**src/rtl/mie_pkg.sv**
```systemverilog
// ----------------------------------------------------------------------------
// mie_pkg
// shared types and constants for the extended euclid modular inverse block
// ----------------------------------------------------------------------------
package mie_pkg;

	localparam int unsigned WIDTH_DEF = 32;

	typedef enum logic [1:0] {
		ST_OK          = 2'd0,
		ST_NOT_COPRIME = 2'd1,
		ST_BAD_MODULUS = 2'd2
	} status_t;

	typedef enum logic [3:0] {
		S_IDLE,
		S_CHECK_N,
		S_DIV_INIT,
		S_CHECK_R,
		S_DIV_STEP,
		S_MUL_GO,
		S_MUL_WAIT,
		S_UPDATE,
		S_FINISH
	} state_t;

	// controller to datapath
	typedef struct packed {
		logic load;      // latch the input word
		logic div_go;    // start the shared divider
		logic div_init;  // divider operands: value / modulus, else r0 / r1
		logic init_r1;   // r1 takes the first remainder
		logic mul_go;    // start the shift-add multiply-accumulate
		logic update;    // advance the remainder and coefficient sequences
		logic finish;    // register the result word
	} cmd_t;

	// datapath to controller
	typedef struct packed {
		logic n_small;   // modulus below two
		logic div_done;
		logic r1_zero;
		logic mul_idle;
	} sts_t;

endpackage

```
**src/rtl/mie_div.sv**
```systemverilog
// ----------------------------------------------------------------------------
// mie_div
// restoring divider, one quotient bit per cycle
// ----------------------------------------------------------------------------
module mie_div #(
	parameter int unsigned WIDTH = mie_pkg::WIDTH_DEF
) (
	input  logic             clk,
	input  logic             arst_n,
	input  logic             go,
	input  logic [WIDTH-1:0] dividend,
	input  logic [WIDTH-1:0] divisor,
	output logic             done,
	output logic [WIDTH-1:0] quo,
	output logic [WIDTH-1:0] rem
);
	import mie_pkg::*;

	localparam int unsigned CW = $clog2(WIDTH + 1);

	logic [WIDTH-1:0] rem_q;
	logic [WIDTH-1:0] quo_q;
	logic [WIDTH-1:0] d_q;
	logic [CW-1:0]    cnt_q;
	logic             run_q;
	logic             done_q;
	logic [WIDTH:0]   shifted;
	logic [WIDTH:0]   diff;

	assign shifted = {rem_q, quo_q[WIDTH-1]};
	assign diff    = shifted - {1'b0, d_q};

	always_ff @(posedge clk or negedge arst_n) begin
		if (!arst_n) begin
			run_q  <= 1'b0;
			done_q <= 1'b0;
			cnt_q  <= '0;
		end else begin
			done_q <= 1'b0;
			if (go) begin
				run_q <= 1'b1;
				cnt_q <= '0;
			end else if (run_q) begin
				cnt_q <= cnt_q + 1'b1;
				if (cnt_q == CW'(WIDTH - 1)) begin
					run_q  <= 1'b0;
					done_q <= 1'b1;
				end
			end
		end
	end

	always_ff @(posedge clk) begin
		if (go) begin
			rem_q <= '0;
			quo_q <= dividend;
			d_q   <= divisor;
		end else if (run_q) begin
			// trial subtract of the divisor from the partial remainder
			if (!diff[WIDTH]) begin
				rem_q <= diff[WIDTH-1:0];
				quo_q <= {quo_q[WIDTH-2:0], 1'b1};
			end else begin
				rem_q <= shifted[WIDTH-1:0];
				quo_q <= {quo_q[WIDTH-2:0], 1'b0};
			end
		end
	end

	assign done = done_q;
	assign quo  = quo_q;
	assign rem  = rem_q;

endmodule

```
**src/rtl/mie_dp.sv**
```systemverilog
// ----------------------------------------------------------------------------
// mie_dp
// datapath: remainder and coefficient registers, divider, shift-add mac
// ----------------------------------------------------------------------------
module mie_dp #(
	parameter int unsigned WIDTH = mie_pkg::WIDTH_DEF
) (
	input  logic               clk,
	input  logic               arst_n,
	input  mie_pkg::cmd_t      cmd,
	output mie_pkg::sts_t      sts,
	input  logic [WIDTH-1:0]   modulus,
	input  logic [WIDTH-1:0]   value,
	output logic [WIDTH-1:0]   inverse,
	output logic [WIDTH-1:0]   divisor,
	output mie_pkg::status_t   status
);
	import mie_pkg::*;

	logic [WIDTH-1:0] n_q;
	logic [WIDTH-1:0] v_q;
	logic [WIDTH-1:0] r0_q;
	logic [WIDTH-1:0] r1_q;
	logic [WIDTH-1:0] c0_q;
	logic [WIDTH-1:0] c1_q;
	logic             neg0_q;
	logic             neg1_q;
	logic [WIDTH-1:0] mq_q;
	logic [WIDTH-1:0] mc_q;
	logic [WIDTH-1:0] acc_q;
	logic [WIDTH-1:0] inv_q;
	logic [WIDTH-1:0] gcd_q;
	status_t          st_q;

	logic [WIDTH-1:0] div_a;
	logic [WIDTH-1:0] div_b;
	logic             div_done;
	logic [WIDTH-1:0] div_quo;
	logic [WIDTH-1:0] div_rem;
	logic [WIDTH-1:0] m;
	logic [WIDTH-1:0] inv_ok;

	assign div_a = cmd.div_init ? v_q : r0_q;
	assign div_b = cmd.div_init ? n_q : r1_q;

	mie_div #(
		.WIDTH(WIDTH)
	) u_div (
		.clk     (clk),
		.arst_n  (arst_n),
		.go      (cmd.div_go),
		.dividend(div_a),
		.divisor (div_b),
		.done    (div_done),
		.quo     (div_quo),
		.rem     (div_rem)
	);

	// coefficient magnitude never exceeds n, so one compare reduces it
	assign m      = (c0_q == n_q) ? '0 : c0_q;
	assign inv_ok = (neg0_q && (m != '0)) ? (n_q - m) : m;

	always_ff @(posedge clk) begin
		if (cmd.load) begin
			n_q    <= modulus;
			v_q    <= value;
			r0_q   <= modulus;
			c0_q   <= '0;
			c1_q   <= {{(WIDTH-1){1'b0}}, 1'b1};
			neg0_q <= 1'b0;
			neg1_q <= 1'b0;
		end
		if (cmd.init_r1) begin
			r1_q <= div_rem;
		end
		// c2 = c0 + q * c1, one multiplier bit per cycle
		if (cmd.mul_go) begin
			acc_q <= c0_q;
			mq_q  <= div_quo;
			mc_q  <= c1_q;
		end else if (mq_q != '0) begin
			if (mq_q[0]) begin
				acc_q <= acc_q + mc_q;
			end
			mq_q <= mq_q >> 1;
			mc_q <= mc_q << 1;
		end
		if (cmd.update) begin
			r0_q   <= r1_q;
			r1_q   <= div_rem;
			c0_q   <= c1_q;
			neg0_q <= neg1_q;
			c1_q   <= acc_q;
			neg1_q <= !neg1_q;
		end
		if (cmd.finish) begin
			if (n_q < WIDTH'(2)) begin
				inv_q <= '0;
				gcd_q <= (n_q == '0) ? v_q : {{(WIDTH-1){1'b0}}, 1'b1};
				st_q  <= ST_BAD_MODULUS;
			end else if (r0_q == {{(WIDTH-1){1'b0}}, 1'b1}) begin
				inv_q <= inv_ok;
				gcd_q <= r0_q;
				st_q  <= ST_OK;
			end else begin
				inv_q <= '0;
				gcd_q <= r0_q;
				st_q  <= ST_NOT_COPRIME;
			end
		end
	end

	assign sts.n_small  = (n_q < WIDTH'(2));
	assign sts.div_done = div_done;
	assign sts.r1_zero  = (r1_q == '0);
	assign sts.mul_idle = (mq_q == '0);

	assign inverse = inv_q;
	assign divisor = gcd_q;
	assign status  = st_q;

endmodule

```
**src/rtl/mie_ctrl.sv**
```systemverilog
// ----------------------------------------------------------------------------
// mie_ctrl
// controller: sequences the euclid steps over the shared divider and mac
// ----------------------------------------------------------------------------
module mie_ctrl (
	input  logic          clk,
	input  logic          arst_n,
	input  logic          start,
	output logic          busy,
	output logic          done,
	output mie_pkg::cmd_t cmd,
	input  mie_pkg::sts_t sts
);
	import mie_pkg::*;

	state_t state_q;
	state_t state_d;
	logic   done_q;

	always_ff @(posedge clk or negedge arst_n) begin
		if (!arst_n) begin
			state_q <= S_IDLE;
			done_q  <= 1'b0;
		end else begin
			state_q <= state_d;
			done_q  <= (state_q == S_FINISH);
		end
	end

	always_comb begin
		state_d = state_q;
		cmd     = '0;
		unique case (state_q)
			S_IDLE: begin
				if (start) begin
					cmd.load = 1'b1;
					state_d  = S_CHECK_N;
				end
			end
			S_CHECK_N: begin
				if (sts.n_small) begin
					state_d = S_FINISH;
				end else begin
					cmd.div_go   = 1'b1;
					cmd.div_init = 1'b1;
					state_d      = S_DIV_INIT;
				end
			end
			S_DIV_INIT: begin
				if (sts.div_done) begin
					cmd.init_r1 = 1'b1;
					state_d     = S_CHECK_R;
				end
			end
			S_CHECK_R: begin
				if (sts.r1_zero) begin
					state_d = S_FINISH;
				end else begin
					cmd.div_go = 1'b1;
					state_d    = S_DIV_STEP;
				end
			end
			S_DIV_STEP: begin
				if (sts.div_done) begin
					state_d = S_MUL_GO;
				end
			end
			S_MUL_GO: begin
				cmd.mul_go = 1'b1;
				state_d    = S_MUL_WAIT;
			end
			S_MUL_WAIT: begin
				if (sts.mul_idle) begin
					state_d = S_UPDATE;
				end
			end
			S_UPDATE: begin
				cmd.update = 1'b1;
				state_d    = S_CHECK_R;
			end
			S_FINISH: begin
				cmd.finish = 1'b1;
				state_d    = S_IDLE;
			end
			default: begin
				state_d = S_IDLE;
			end
		endcase
	end

	assign busy = (state_q != S_IDLE);
	assign done = done_q;

endmodule

```
**src/rtl/modular_inverse_ext_euclid.sv**
```systemverilog
// ----------------------------------------------------------------------------
// modular_inverse_ext_euclid
// gcd and modular inverse of a value by the extended euclidean algorithm
// ----------------------------------------------------------------------------
//  channel   handshake       word
//  input     start & !busy   modulus, value
//  result    done (1 cycle)  inverse, divisor, status
//
//  one word at a time; each euclid step runs the shared divider, then the shift-add
//  mac until no multiplier bits of q are left, then the control states that check
//  the remainder and update the sequences; a modulus below two skips the divider
//  and goes straight to the result
//  done pulses in the cycle after the finish state registers the result, busy is low again by then
//  reset clears the control registers only; the receiver cannot stall
// ----------------------------------------------------------------------------
module modular_inverse_ext_euclid #(
	parameter int unsigned WIDTH = mie_pkg::WIDTH_DEF
) (
	input  logic             clk,
	input  logic             arst_n,
	input  logic             start,
	output logic             busy,
	input  logic [WIDTH-1:0] modulus,
	input  logic [WIDTH-1:0] value,
	output logic             done,
	output logic [WIDTH-1:0] inverse,
	output logic [WIDTH-1:0] divisor,
	output mie_pkg::status_t status
);
	import mie_pkg::*;

	cmd_t cmd;
	sts_t sts;

	mie_ctrl u_ctrl (
		.clk   (clk),
		.arst_n(arst_n),
		.start (start),
		.busy  (busy),
		.done  (done),
		.cmd   (cmd),
		.sts   (sts)
	);

	mie_dp #(
		.WIDTH(WIDTH)
	) u_dp (
		.clk    (clk),
		.arst_n (arst_n),
		.cmd    (cmd),
		.sts    (sts),
		.modulus(modulus),
		.value  (value),
		.inverse(inverse),
		.divisor(divisor),
		.status (status)
	);

endmodule
```
**config.mk**
```make
export PLATFORM = sky130hd
export DESIGN_NAME = modular_inverse_ext_euclid
export DESIGN_NICKNAME = d
export VERILOG_FILES = /design/src/rtl/mie_pkg.sv /design/src/rtl/mie_div.sv /design/src/rtl/mie_dp.sv /design/src/rtl/mie_ctrl.sv /design/src/rtl/modular_inverse_ext_euclid.sv
export SDC_FILE = /design/constraint.sdc
export NUM_CORES = 1
export LEC_CHECK = 0
export BUFFER_PORTS_ARGS = -buffer_cell sky130_fd_sc_hd__buf_4
export CAP_MARGIN = 20
export CELL_PAD_IN_SITES_DETAIL_PLACEMENT = 1
export CELL_PAD_IN_SITES_GLOBAL_PLACEMENT = 1
export CORE_ASPECT_RATIO = 0.8
export CORE_MARGIN = 2
export CORE_UTILIZATION = 30
export DETAILED_ROUTE_END_ITERATION = 12
export GPL_ROUTABILITY_DRIVEN = 0
export PLACE_DENSITY = 0.65
export REMOVE_ABC_BUFFERS = 1
export SLEW_MARGIN = 20
export SYNTH_ARGS = -nofsm -noshare
export SYNTH_HDL_FRONTEND = slang
export SYNTH_HIERARCHICAL = 1
export SYNTH_SLANG_ARGS = --single-unit
```
**constraint.sdc**
```tcl
create_clock -name clk -period 8.05 [get_ports clk]
set_input_delay 0.805 -clock clk [delete_from_list [all_inputs] [get_ports clk]]
set_output_delay 0.805 -clock clk [all_outputs]
set_load 0.01 [all_outputs]
```
# == Yosys cells after proc, flatten, opt, wreduce, memory -nomap -nowiden ==
# Cells that the tools add are included.
# W data, S select, Z words.
# classes
n_lt_le_gt_ge,1
n_reduce_logical,17
n_shift,0
div,0
n_bitwise,1
addsub,4
eq_ne,15
n_mux,55
mul,0
# ops
operator,n
$mux W32,24
$logic_not A32 Y1,3
$reduce_bool A32 Y1,2
$sub A33 B32 Y33,1
$add A32 B32 Y32,1
$eq A32 B1 Y1 const B,1
$eq A32 B32 Y1,1
$lt A32 B2 Y1 const B,1
$pmux W4 S8,1
$sub A32 B32 Y32,1
$mux W4,6
$mux W1,20
$eq A4 B3 Y1 const B,4
$mux W6,2
$reduce_bool A2 Y1,5
$eq A4 B2 Y1 const B,2
$add A6 B1 Y6 const B,1
$eq A6 B5 Y1 const B,1
$eq A4 B1 Y1 const B,1
$eq A4 B4 Y1 const B,1
$logic_not A4 Y1,1
$ne A2 B1 Y1 const B,2
$ne A2 B2 Y1 const B,2
$reduce_and A4 Y1,1
8 further kinds,8
# totals
rom_bits,0
elab_cells,115
ram_bits,0
in_bits,67
n_memories,0
output_inout_bits,68
latchBits,0
regBits,465

# == Longest topological paths before layout ==
# Gate-level depths: netlist of run 1.
# depth
depth_word,5
ltp_mapped,18
ltp_nobuf,16

# == Cells and area by module ==
# Netlist of run 1, hierarchy kept.
# by_module_without_submodules
mod,area_each_um2,instances,seq_area_each_um2,cells_per_inst
mie_dp,18072.3,1,10690.3,1457
mie_div,5901.9,1,2762.6,573
mie_ctrl,324.1,1,125.1,35

# == Worst setup path after synthesis of run 1 ==
# No wires, ideal clock.
# synth_path
kind,register to register
startpoint,reg u_ctrl.state_q[1]
endpoint,reg u_ctrl.done_q (netlist: u_ctrl/done)
path_slack_ps,-172
arrival_ps,7406
setup_time_ps,816
path_buffers,1
synth_period_minus_slack_ps,8222
stages_incl_launch_ff,3
required_time_ps,7234
cell_sequence,dfrtp_1 buf_6 nor4b_1
# synth_via
elab_chain_cells,1
# synth_rtl
item,line,text
from (decl),mie_ctrl.sv:16,state_t state_q;
from (signal assigned),mie_ctrl.sv:25,state_q <= state_d;
$eq A4 B4 Y1,mie_ctrl.sv:26,done_q <= (state_q == S_FINISH);
to (signal assigned),mie_ctrl.sv:26,
to (decl),mie_ctrl.sv:18,logic done_q;
# No other way between the ends.
# A chain may end at the register's enable or synchronous reset.

# == Worst setup path after layout of run 1 ==
# layout_path
startpoint,reg u_dp.n_q[5]
endpoint,reg u_dp.inv_q[28] (netlist: u_dp/inverse[28]) (data pin)
# layout_via
elab_chain_cells,5
word_cells_on_any_way,8
cone_classes,add/sub: 1; order compare: 1; eq/ne: 1; mux: 2; reduce/logical: 3
# layout_rtl
item,line,text
from (decl),mie_dp.sv:20,logic [WIDTH-1:0] n_q;
from (signal assigned),mie_dp.sv:65,n_q <= modulus;
"parallel branches: the longest is 5 deep, another holds $sub A32 B32 Y32",n/a,
to (signal assigned),mie_dp.sv:102,inv_q <= inv_ok;
to (decl),mie_dp.sv:31,logic [WIDTH-1:0] inv_q;
# Several ways; the timed one is not identified.

==> results.md, run 1 <==
* Outcome: finished clean
* Most common cell after layout, fill and taps aside: edfxtp_1
* Fin nets at approximately 2,400
* Synthesized flop and latch total at 465
* CTS resizes at 0
* Aggregate global routing overflow at 0
* DR DRC count at 0
* Boundary Pins at 135
* Hold crit path type: input pin to async pin
* Vias in the first global route at roughly 18,000
* Register area at approximately 14,000 um^2
* Routed wire per std cell at ~22 um
* Area grow syn2layout at 16.2%
* First-pass GRT wire length at 112,000 um
* Mapped Cells at 2,065
* Setup TNS at 0 ps
* Pin count of the biggest net entering global routing at 101
* Fill cells at 8,761
* R2R Setup Slk at 3020 ps
* Crit path required time at 8420 ps
* Most frequent cells in the layout: edfxtp_1, nand2_1, mux2_2
* Pwr Density at 404 nW/um^2
* Slew headroom at 0.247
* Top cell type's share of synthesized area at 0.519
* Num CTS Buffers at 52
* Clock network power share at 0.210
* Max-slew violations at 0
* R2R Path End: u_dp/inverse[28]
* Crit path DAT at 5400 ps
* TritonCTS clock tree: yes
* IO buf count at 134
* Vias at ~17,000
* Core area at roughly 80,000 um^2
* Synth unique cells at 85
* Routed wire length at 74,100 um
* Starting DRT DRC Count at 1,442
* Seq/Total Area, Yosys at 0.559
* WS Path Type: register to register
* Synth Flop Type: edfxtp_1
* MaxCap Viol Count at 0
* Clock slew at reported path FFs at 60 ps
* Die height at 259 um
* Clock Latency Late Sink at 620 ps
* Switching power total at 4.38 mW
* Final Setup Violations at 0
* Final hold viol count at 0
* Fmax at between 150 and 200 MHz
* CP Capture Type: register
* Worst Reg-to-Reg Cells at 16
* Setup Buffers After CTS at 0
* Slew @ Worst Pin at 1130 ps
* Bufs on Longest Clock Path at 3
* Leakage at about 10 nW
* Synth Area per Inst at 11.8 um^2
* Ys Warns at 6
* Post-synth top area cell: edfxtp_1
* Via/cell ratio at 5.14
* Clock skew at 38.2 ps
* Die area at 83,300 um^2
* Routed Antenna Nets at 0
* Mapped cell area at roughly 24,000 um^2
* Seq pwr share at 0.375
* Num rows at 93
* Initial core utilization at 0.302
* Synth async-reset ratio at 0.0280
* Final period utilization at 0.624
* Worst r2r src: u_dp/n_q[5]
* DR pass1 iterations at 5
* Ratio of cells with drive above 1 in the final layout at 0.195
* Logic pwr share at 0.414
* Initial antenna violation count at 3
* Multi-input logic area at 10,000 um^2
* VDD IR max at 0.160 mV
* RSZ-0062 raised after global routing: no
* Cell Int Power at 7.04 mW
* Largest cells by area after synthesis: edfxtp_1, mux2_2, ha_1
* Hpwl dp at 53,000 um
* Core Util, Final at 0.351
* H-Tree Level Count at 2
* Worst-path fanout max at 10
* CP startpoint: u_dp/n_q[5]
* Tot GR Track Use at 0.176
* Sinks on Clock Net at 465
* Die Width at 322 um
* Post-synth EDFFs at 420
* Hold_buf cts at 0
* Worst setup path endpoint: u_dp/inverse[28]
* Tmin final at roughly 5000 ps
* CP Launch Type: register
* Sw frac at 0.384
* Clock root buffer: clkbuf_16
## power groups by stage
| stage | logic, mW | registers [mW] | clock network (mW) |
|---|---|---|---|
| global placement | 4.53 | 4.29 | 0 |
| CTS | 4.72 | 4.28 | 2.47 |
| detailed placement | 4.65 | 4.32 | 0 |
| global route | 5.23 | 4.38 | 2.54 |
| floorplan | 3.50 | 4.06 | 0 |
| finish | 4.73 | 4.28 | 2.40 |
## sequential cells by signal, indices dropped and copies added (netlist names), 4 cells and up
name / cells
u_dp/acc_q: 32
u_dp/c0_q: 32
u_dp/c1_q: 32
u_dp/divisor: 32
u_dp/inverse: 32
u_dp/mc_q: 32
u_dp/mq_q: 32
u_dp/n_q: 32
u_dp/r0_q: 32
u_dp/r1_q: 32
u_dp/u_div/d_q: 32
u_dp/u_div/quo: 32
u_dp/u_div/rem: 32
u_dp/v_q: 32
u_dp/u_div/cnt_q: 6
u_ctrl/state_q: 4
## logic make-up after synthesis
family	after synthesis	share of synthesized area
AOI/OAI and AO/OA	437	0.118
xor gates and xnor gates	116	0.0421
adders and majority gates	99	0.0519
buffers and inverters	182	0.0305
DFF	465	0.559
muxes	165	0.0763
and+or+nand+nor	601	0.122
## cell usage after synthesis, types with 31 or more instances
master,instances
nand4_1,31
nor2_1,121
nand3_1,50
and2_1,70
nand2_1,195
xor2_1,39
edfxtp_1,420
clkbuf_1,65
mux2_2,161
a21oi_1,109
xnor2_1,76
o21ai_0,125
nor4_1,44
dfxtp_1,32
inv_1,94
ha_1,96
## worst max-delay path, stage by stage, from the launching register on
cell and delay, ps:
edfxtp_1 480, xnor2_1 370, nand4_1 120, nor4_1 440
nand2_1 380, and2_1 290, ha_1 240, fa_1 410
nand2b_1 200, a21oi_1 260, o221a_2 330, a211o_1 260
a221oi_2 120, o31ai_1 400, a31oi_1 160, xnor2_1 140
a22o_1 180
## layout make-up
cell class / instances / area share
tap: 1092 / 0.0484
clock buffer: 70 / 0.0510
antenna: 1 / 0.0000886
inverter: 94 / 0.0125
clock inverter: 27 / 0.00917
sequential: 465 / 0.481
timing repair buffer: 156 / 0.0422
multi-input combinational: 1418 / 0.356
## per-layer routing
layer | GRT usage | vias up | share of wire
met3 | 0.0343 | 108 | 0.058
met4 | 0.0589 | 0 | 0.030
met5 | 0 | - | 0
met1 | 0.246 | 8623 | 0.46
li1 | - | 7925 | -
met2 | 0.273 | 429 | 0.45
## worst min path at each step
| stage | end |
|---|---|
| after floorplan | u_dp/r1_q[22] |
| after global placement | u_dp/r1_q[18] |
| after detailed placement | u_dp/r1_q[19] |
| after CTS | u_ctrl/done |
| after global routing | u_ctrl/state_q[0] |
| final | u_ctrl/state_q[2] |
## per-stage QoR
| stage | hold slack, ps | power [mW] | area (um^2) | std cells | setup WS (ps) |
|---|---|---|---|---|---|
| 3_3_place_gp | 485 | 8.81 | 26500 | 3224 | 3150 |
| 3_5_place_dp | 480 | 8.97 | 26500 | 3224 | 3050 |
| 2_1_floorplan | 447 | 7.56 | 23900 | 1977 | -153 |
| 5_1_grt | 50.2 | 12.2 | 28200 | 3322 | 2650 |
| 6_report | 51.8 | 11.4 | 28200 | 3323 | 3020 |
| 4_1_cts | 28.9 | 11.5 | 28200 | 3321 | 3020 |
Note: power is estimated with default switching activity, not from simulation.
==> run 2: changes to the inputs <==
==> constraint.sdc (replaced) <==
create_clock -name clk -period 4.5 [get_ports clk]
set_input_delay 0.45 -clock clk [delete_from_list [all_inputs] [get_ports clk]]
set_output_delay 0.45 -clock clk [all_outputs]
set_load 0.01 [all_outputs]
==> run 2 against run 1 <==
Wire length is 4.6% higher. Register-to-register slack worse by 2900 ps. Total power is 86% higher. Flip-flop and latch count stayed put. Worst setup slack worse by 2900 ps. Critical endpoint is now u_dp/inverse[24]. Die area stayed put. Clock power is 97% higher. Core utilization is 1.3 points higher. Via count is 3.7% higher. First-iteration DRC count is 4.4% higher.
==> results.md, run 2 (synthesis results as in run 1) <==
* Setup TNS at 0 ps (unchanged)
* Sw frac at 0.382 (-0.00180)
* Cell Int Power at 13.1 mW (+86%)
* Vias in the first global route at 18,300 (+4.2%)
* DR DRC count at 0 (unchanged)
* Most frequent cells in the layout: edfxtp_1, buf_4, nand2_1
* R2R Path End: u_dp/inverse[24]
* Logic pwr share at 0.422 (+0.008)
* Initial antenna violation count at 4 (+1)
* Routed Antenna Nets at 0 (unchanged)
* First-pass GRT wire length at 116,000 um (+3.7%)
* CP startpoint: u_dp/n_q[13]
* Clock skew at 22.5 ps (-15.6 ps)
* Die area at 83,300 um^2 (unchanged)
* Final Setup Violations at 0 (unchanged)
* Starting DRT DRC Count at 1,505 (+4.4%)
* Crit path required time at 4880 ps (-3540 ps)
* Routed wire length at 77,600 um (+4.6%)
* IO buf count at 134 (unchanged)
* Boundary Pins at 135 (unchanged)
* Core Util, Final at 0.365 (+0.0135)
* Initial core utilization at 0.302 (unchanged)
* Pwr Density at 723 nW/um^2 (+79%)
* CP Launch Type: register
* Seq pwr share at 0.356 (-0.019)
* Die Width at 322 um (unchanged)
* Bufs on Longest Clock Path at 3 (unchanged)
* Hold crit path type: input pin to register
* Routed wire per std cell at 22.6 um (+1.4%)
* Core area at 80,400 um^2 (unchanged)
* Clock root buffer: clkbuf_16
* Final period utilization at 0.967 (+0.342)
* Fin nets at 2,455 (+4.3%)
* Area grow syn2layout at 20.7%
* Worst hold margin at 41.2 ps (-10.5 ps)
* Vias at 17,700 (+3.7%)
* Worst Reg-to-Reg Cells at 18 (+2)
* Die height at 259 um (unchanged)
* R2R Setup Slk at 150 ps (-2870 ps)
* Pin count of the biggest net entering global routing at 130 (+29%)
* Hold Crit Start: modulus[31]
* Fmax at 230 MHz (+16%)
* Tot GR Track Use at 0.183 (+0.00709)
* Num CTS Buffers at 55 (+5.8%)
* Placed Instances at 3,290 (+2.0%)
* Num rows at 93 (unchanged)
* Max-slew violations at 0 (unchanged)
* VDD IR max at 0.332 mV (+110%)
* Crit path DAT at 4730 ps (-670 ps)
* Slew headroom at 0.247 (+0.000559)
* Switching power total at 8.10 mW (+85%)
* Clock slew at reported path FFs at 60 ps (about the same)
* WS Path Type: register to register
* Outcome: finished clean
* Cell Count, Final, Fillers Out at 3,428 (+3.2%)
* Worst-path fanout max at 22 (+12)
* Tot Pwr at 21.2 mW (+86%)
* Worst setup path endpoint: u_dp/inverse[24]
* Hpwl dp at 56,400 um (+6.4%)
* Fill cells at 8,655 (-1.2%)
* Clock Latency Late Sink at 640 ps (+20 ps)
* Worst r2r src: u_dp/n_q[13]
* Tmin final at 4350 ps (-677 ps)
* TritonCTS clock tree: yes
* DR pass1 iterations at 5 (unchanged)
* Slew @ Worst Pin at 1130 ps (+0.956 ps)
* Most common cell after layout, fill and taps aside: edfxtp_1
* Leakage at 11.0 nW (+5.5%)
* CP Capture Type: register
* Ratio of cells with drive above 1 in the final layout at 0.223 (+0.0275)
* Final hold viol count at 0 (unchanged)
* Sinks on Clock Net at 465 (unchanged)
* H-Tree Level Count at 2 (unchanged)
* Aggregate global routing overflow at 0 (unchanged)
* Clock network power share at 0.223 (+0.013)
* Via/cell ratio at 5.17 (+0.54%)
* Inserted Diodes at 0 (-1)
* MaxCap Viol Count at 0 (unchanged)
==> run 2: layout make-up <==
cell class / count / area [um^2] / share of cell area
Clock inverter: 37 / 447 / 0.0152
Tap cell: 1092 / 1370 / 0.0466
Clock buffer: 67 / 1460 / 0.0498
Inverter: 94 / 353 / 0.0120
Multi-Input combinational cell: 1418 / 10100 / 0.344
Sequential cell: 465 / 13600 / 0.463
Timing Repair Buffer: 255 / 2030 / 0.0691
==> run 2: critical path, stage by stage (launching register included) <==
cell	delay (ps)
edfxtp_1	420
xnor2_1	310
nand4_1	260
nor4_2	240
buf_4	170
nand2_1	60
buf_4	200
buf_6	180
nand2_1	110
ha_1	310
a21oi_1	190
o21a_1	170
o21ai_0	110
a211o_4	370
a221oi_4	340
o21ba_2	220
o21ai_1	100
xor2_1	150
a22o_1	180
==> run 2: worst min path at each step <==
stage                     endpoint  slack [ps]  depth (start not counted)
3_5_place_dp   u_dp/u_div/cnt_q[2]         320                          1
4_1_cts               u_dp/n_q[31]          10                          1
5_1_grt               u_dp/n_q[31]          20                          1
2_1_floorplan          u_ctrl/done         150                          0
6_report              u_dp/n_q[31]          40                          1
3_3_place_gp   u_dp/u_div/cnt_q[4]         320                          1
==> run 2: power groups by stage <==
stage / Clock, mW / Sequential, mW / Combinational (mW)
floorplan: 0 / 7.27 / 6.26
global placement: 0 / 7.54 / 8.46
detailed placement: 0 / 7.61 / 8.75
CTS: 4.83 / 7.55 / 8.86
global route: 4.96 / 7.71 / 9.82
finish: 4.72 / 7.54 / 8.94
==> run 2: repair_timing <==
action / 4_1_cts / 5_1_grt
resized for setup: 2 / 8
pin swaps: 0 / 5
hold buffers: 33 / 0
setup endpoints to repair: 2 / 13
buffers inserted: 0 / 1
hold endpoints to repair: 45 / 0
==> run 2: per-layer routing <==
metal,routed length (um),global-route usage,share of wire,vias up
met4,2280,0.0583,0.029,0
met2,35800,0.293,0.46,431
met5,0,0,0,-
li1,-,-,-,8142
met1,36100,0.260,0.46,9034
met3,3440,0.0200,0.044,113
==> run 2: metrics by stage <==
step                      instance area [um^2]  setup slack, ps
final                                    29300              150
after floorplan                          23900            -3700
after CTS                                29300             18.5
after detailed placement                 27000             6.95
after global routing                     29300            -37.9
after global placement                   27000              196
==> run 3: changes to the inputs <==
--- a/config.mk
+++ b/config.mk
@@ -14,10 +14,10 @@
 export CORE_UTILIZATION = 30
 export DETAILED_ROUTE_END_ITERATION = 12
 export GPL_ROUTABILITY_DRIVEN = 0
+export HOLD_SLACK_MARGIN = 0.1
 export PLACE_DENSITY = 0.65
 export REMOVE_ABC_BUFFERS = 1
 export SLEW_MARGIN = 20
 export SYNTH_ARGS = -nofsm -noshare
 export SYNTH_HDL_FRONTEND = slang
-export SYNTH_HIERARCHICAL = 1
 export SYNTH_SLANG_ARGS = --single-unit
==> run 3 against run 2 <==
Core utilization grew 1.0 points. Design area grew 1.1%. Global-route usage grew 0.27 points. Largest cell class unchanged.
==> results.md, run 3 <==
* CP Capture Type: register
* Cell Count, Final, Fillers Out at 3,390 (-1.1%)
* Synthesized flop and latch total at 465 (unchanged)
* VDD IR max at 0.276 mV (-17%)
* Vias at 17,800 (+0.59%)
* Aggregate global routing overflow at 0 (unchanged)
* Seq pwr share at 0.461 (+0.105)
* Hpwl dp at 55,400 um (-1.8%)
* DR pass1 iterations at 5 (unchanged)
* Outcome: finished clean
* Routed wire per std cell at 23.0 um (+1.5%)
* Initial core utilization at 0.304 (+0.00147)
* Tmin final at 4320 ps (-31.1 ps)
* Post-synth top area cell: edfxtp_1
* Fill cells at 8,466 (-2.2%)
* Clock skew at 26.8 ps (+4.27 ps)
* Core area at 79,100 um^2 (-1.6%)
* Num CTS Buffers at 53 (-3.6%)
* Logic pwr share at 0.088 (-0.334)
* Top cell type's share of synthesized area at 0.525 (+0.00614)
* Final Setup Violations at 0 (unchanged)
* Die height at 257 um (-0.58%)
* Sinks on Clock Net at 465 (unchanged)
* Area grow syn2layout at 23.4%
* Setup TNS at 0 ps (unchanged)
* Max-slew violations at 0 (unchanged)
* Starting DRT DRC Count at 1,479 (-1.7%)
* Clock network power share at 0.451 (+0.228)
* Register area at 13,600 um^2 (unchanged)
* Vias in the first global route at 18,300 (-0.049%)
* Synth unique cells at 72 (-15%)
* WP buf/inv at 2 (-1)
* Ratio of cells with drive above 1 in the final layout at 0.213 (-0.00935)
* Bufs on Longest Clock Path at 3 (unchanged)
* Most instantiated cells after synthesis: edfxtp_1, nand2_1, o21ai_0, mux2_2, a21oi_1
* Pin count of the biggest net entering global routing at 122 (-6.2%)
* Most frequent cells in the layout: edfxtp_1, buf_4, nand2_1
* TritonCTS clock tree: yes
* Ys Warns at 0 (-6)
* Crit path top cell by count: a21o_1
* Multi-input logic area at 10,200 um^2 (+0.92%)
* Synth Flop Type: edfxtp_1
* Switching power total at 2.51 mW (-69%)
* Mapped cell area at 24,000 um^2 (-1.2%)
* Final period utilization at 0.960 (-0.00692)
* Initial antenna violation count at 0 (-4)
* Most common cell after layout, fill and taps aside: edfxtp_1
* Cell Int Power at 8.11 mW (-38%)
* Pwr Density at 358 nW/um^2 (-50%)
* Tot GR Track Use at 0.186 (+0.00267)
* Synth Area per Inst at 11.8 um^2 (-0.10%)
* Seq/Total Area, Yosys at 0.565 (+0.00661)
* CP Launch Type: register
* Boundary Pins at 135 (unchanged)
* DR DRC count at 0 (unchanged)
* Slew headroom at 0.304 (+0.0572)
* H-Tree Level Count at 2 (unchanged)
* Die Width at 320 um (-0.58%)
* Slew @ Worst Pin at 1020 ps (-112 ps)
* Synth async-reset ratio at 0.0280 (unchanged)
* CP delay by family, top: compound AO/OA/AOI/OAI gates
* Via/cell ratio at 5.26 (+1.7%)
* Routed Antenna Nets at 0 (unchanged)
* Largest cells by area after synthesis: edfxtp_1, mux2_2, ha_1
* Crit path required time at 4860 ps (-20 ps)
* Leakage at 11.3 nW (+2.3%)
* Clock Latency Late Sink at 620 ps (-20 ps)
* Worst-path fanout max at 22 (unchanged)
* WS Path Type: register to register
* Clock root buffer: clkbuf_16
* Slowest-stage cell, CP: edfxtp_1
* Clock slew at reported path FFs at 70 ps (about the same)
* Fmax at 232 MHz (+0.72%)
* First-pass GRT wire length at 117,000 um (+0.85%)
* Post-synth EDFFs at 420 (unchanged)
* MaxCap Viol Count at 0 (unchanged)
* Fin nets at 2,477 (+0.90%)
* Hold crit path type: input pin to async pin
* Mapped Cells at 2,043 (-1.1%)
* Most frequent cell after synthesis: edfxtp_1
* Final hold viol count at 0 (unchanged)
* Sw frac at 0.236 (-0.146)
* Placed Instances at 3,218 (-2.2%)
* Critical Path Max Stage Delay at 420 ps (about the same)
* IO buf count at 134 (unchanged)
* Routed wire length at 77,800 um (+0.36%)
* Critical-path cell list: xnor2_1, nand4_1, nor4_2, nand2_2, buf_8, buf_12, nand2_1, ha_1, a21o_1, a21o_1, a21oi_1, o21ai_0, a31oi_1, a21o_1, a21boi_0, or3_1, a32o_1
* Crit path DAT at 4680 ps (-50 ps)
* Die area at 82,300 um^2 (-1.2%)
* Num rows at 92 (-1.1%)
## run 3: through the flow
stage          instance area, um^2  power, mW  utilization  hold slack (ps)  setup slack [ps]
2_1_floorplan                23700       5.54            -              154             -9220
3_3_place_gp                 26700       5.82        0.338              309              4.55
3_5_place_dp                 26700       5.85        0.338              315              -139
4_1_cts                      29300       10.7        0.371              186              13.3
5_1_grt                      29600       11.0        0.375              229             -42.7
6_report                     29600       10.6        0.375              219               181
## run 3: worst paths after layout
path                       cells past startpoint           endpoint  slack (ps)                from
min                                            2        u_ctrl.done         220              arst_n
min reg2reg                                    0      u_dp.r1_q[28]         490  u_dp.u_div.rem[28]
max reg2reg                                   17   u_dp.inverse[29]         180         u_dp.n_q[6]
min in group clk                               4  u_ctrl.state_q[0]         290               start
max in group asynchronous                      2   u_dp.u_div.run_q        4100              arst_n
max                                           17   u_dp.inverse[29]         180         u_dp.n_q[6]
## run 3: repair_timing
action / in CTS / in global routing
gates cloned: 0 / 0
pin swaps: 1 / 18
endpoints found under the setup margin: 5 / 12
buffers inserted: 0 / 6
hold buffers: 65 / 0
resized for setup: 7 / 45
endpoints found under the hold margin: 77 / 0
## run 3: power groups by stage
stage | Combinational, mW | Sequential (mW) | Clock, mW
global placement | 0.845 | 4.97 | 0
CTS | 0.924 | 4.89 | 4.89
finish | 0.934 | 4.89 | 4.79
floorplan | 0.586 | 4.95 | 0
global route | 1.03 | 4.90 | 5.04
detailed placement | 0.869 | 4.98 | 0
## run 3: area by class of cell
class                      instances  area share
inverter                          60     0.00760
tap                             1034      0.0436
multi-input combinational       1435       0.344
clock buffer                      65      0.0480
timing repair buffer             296      0.0828
sequential                       465       0.458
clock inverter                    33      0.0160
antenna                            2    0.000169
## run 3: logic make-up (layout without fill, tap and decap cells)
kind of cell | Yosys count | count (layout) | share of synthesized area
xor+xnor | 115 | 115 | 0.0427
buf+inv | 143 | 454 | 0.0238
fa+ha+maj | 99 | 99 | 0.0525
other cells | 0 | 2 | 0
flops | 465 | 465 | 0.565
mux | 190 | 190 | 0.0858
simple gates | 606 | 606 | 0.122
compound gates | 425 | 425 | 0.108
## run 3: worst reg2reg max path, stage by stage, from the launching register on
cell and delay [ps]:
edfxtp_1 420, xnor2_1 360, nand4_1 190, nor4_2 340
nand2_2 180, buf_8 190, buf_12 160, nand2_1 110
ha_1 310, a21o_1 240, a21o_1 180, a21oi_1 170
o21ai_0 100, a31oi_1 270, a21o_1 180, a21boi_0 90
or3_1 320, a32o_1 250
## run 3: metal layers
layer  GRT usage  part of all wire  vias to the layer above
met2       0.280              0.44                      475
li1            -                 -                     8152
met3      0.0242             0.047                      111
met1       0.276              0.49                     9087
met4      0.0559             0.027                        0
met5           0                 0                        -
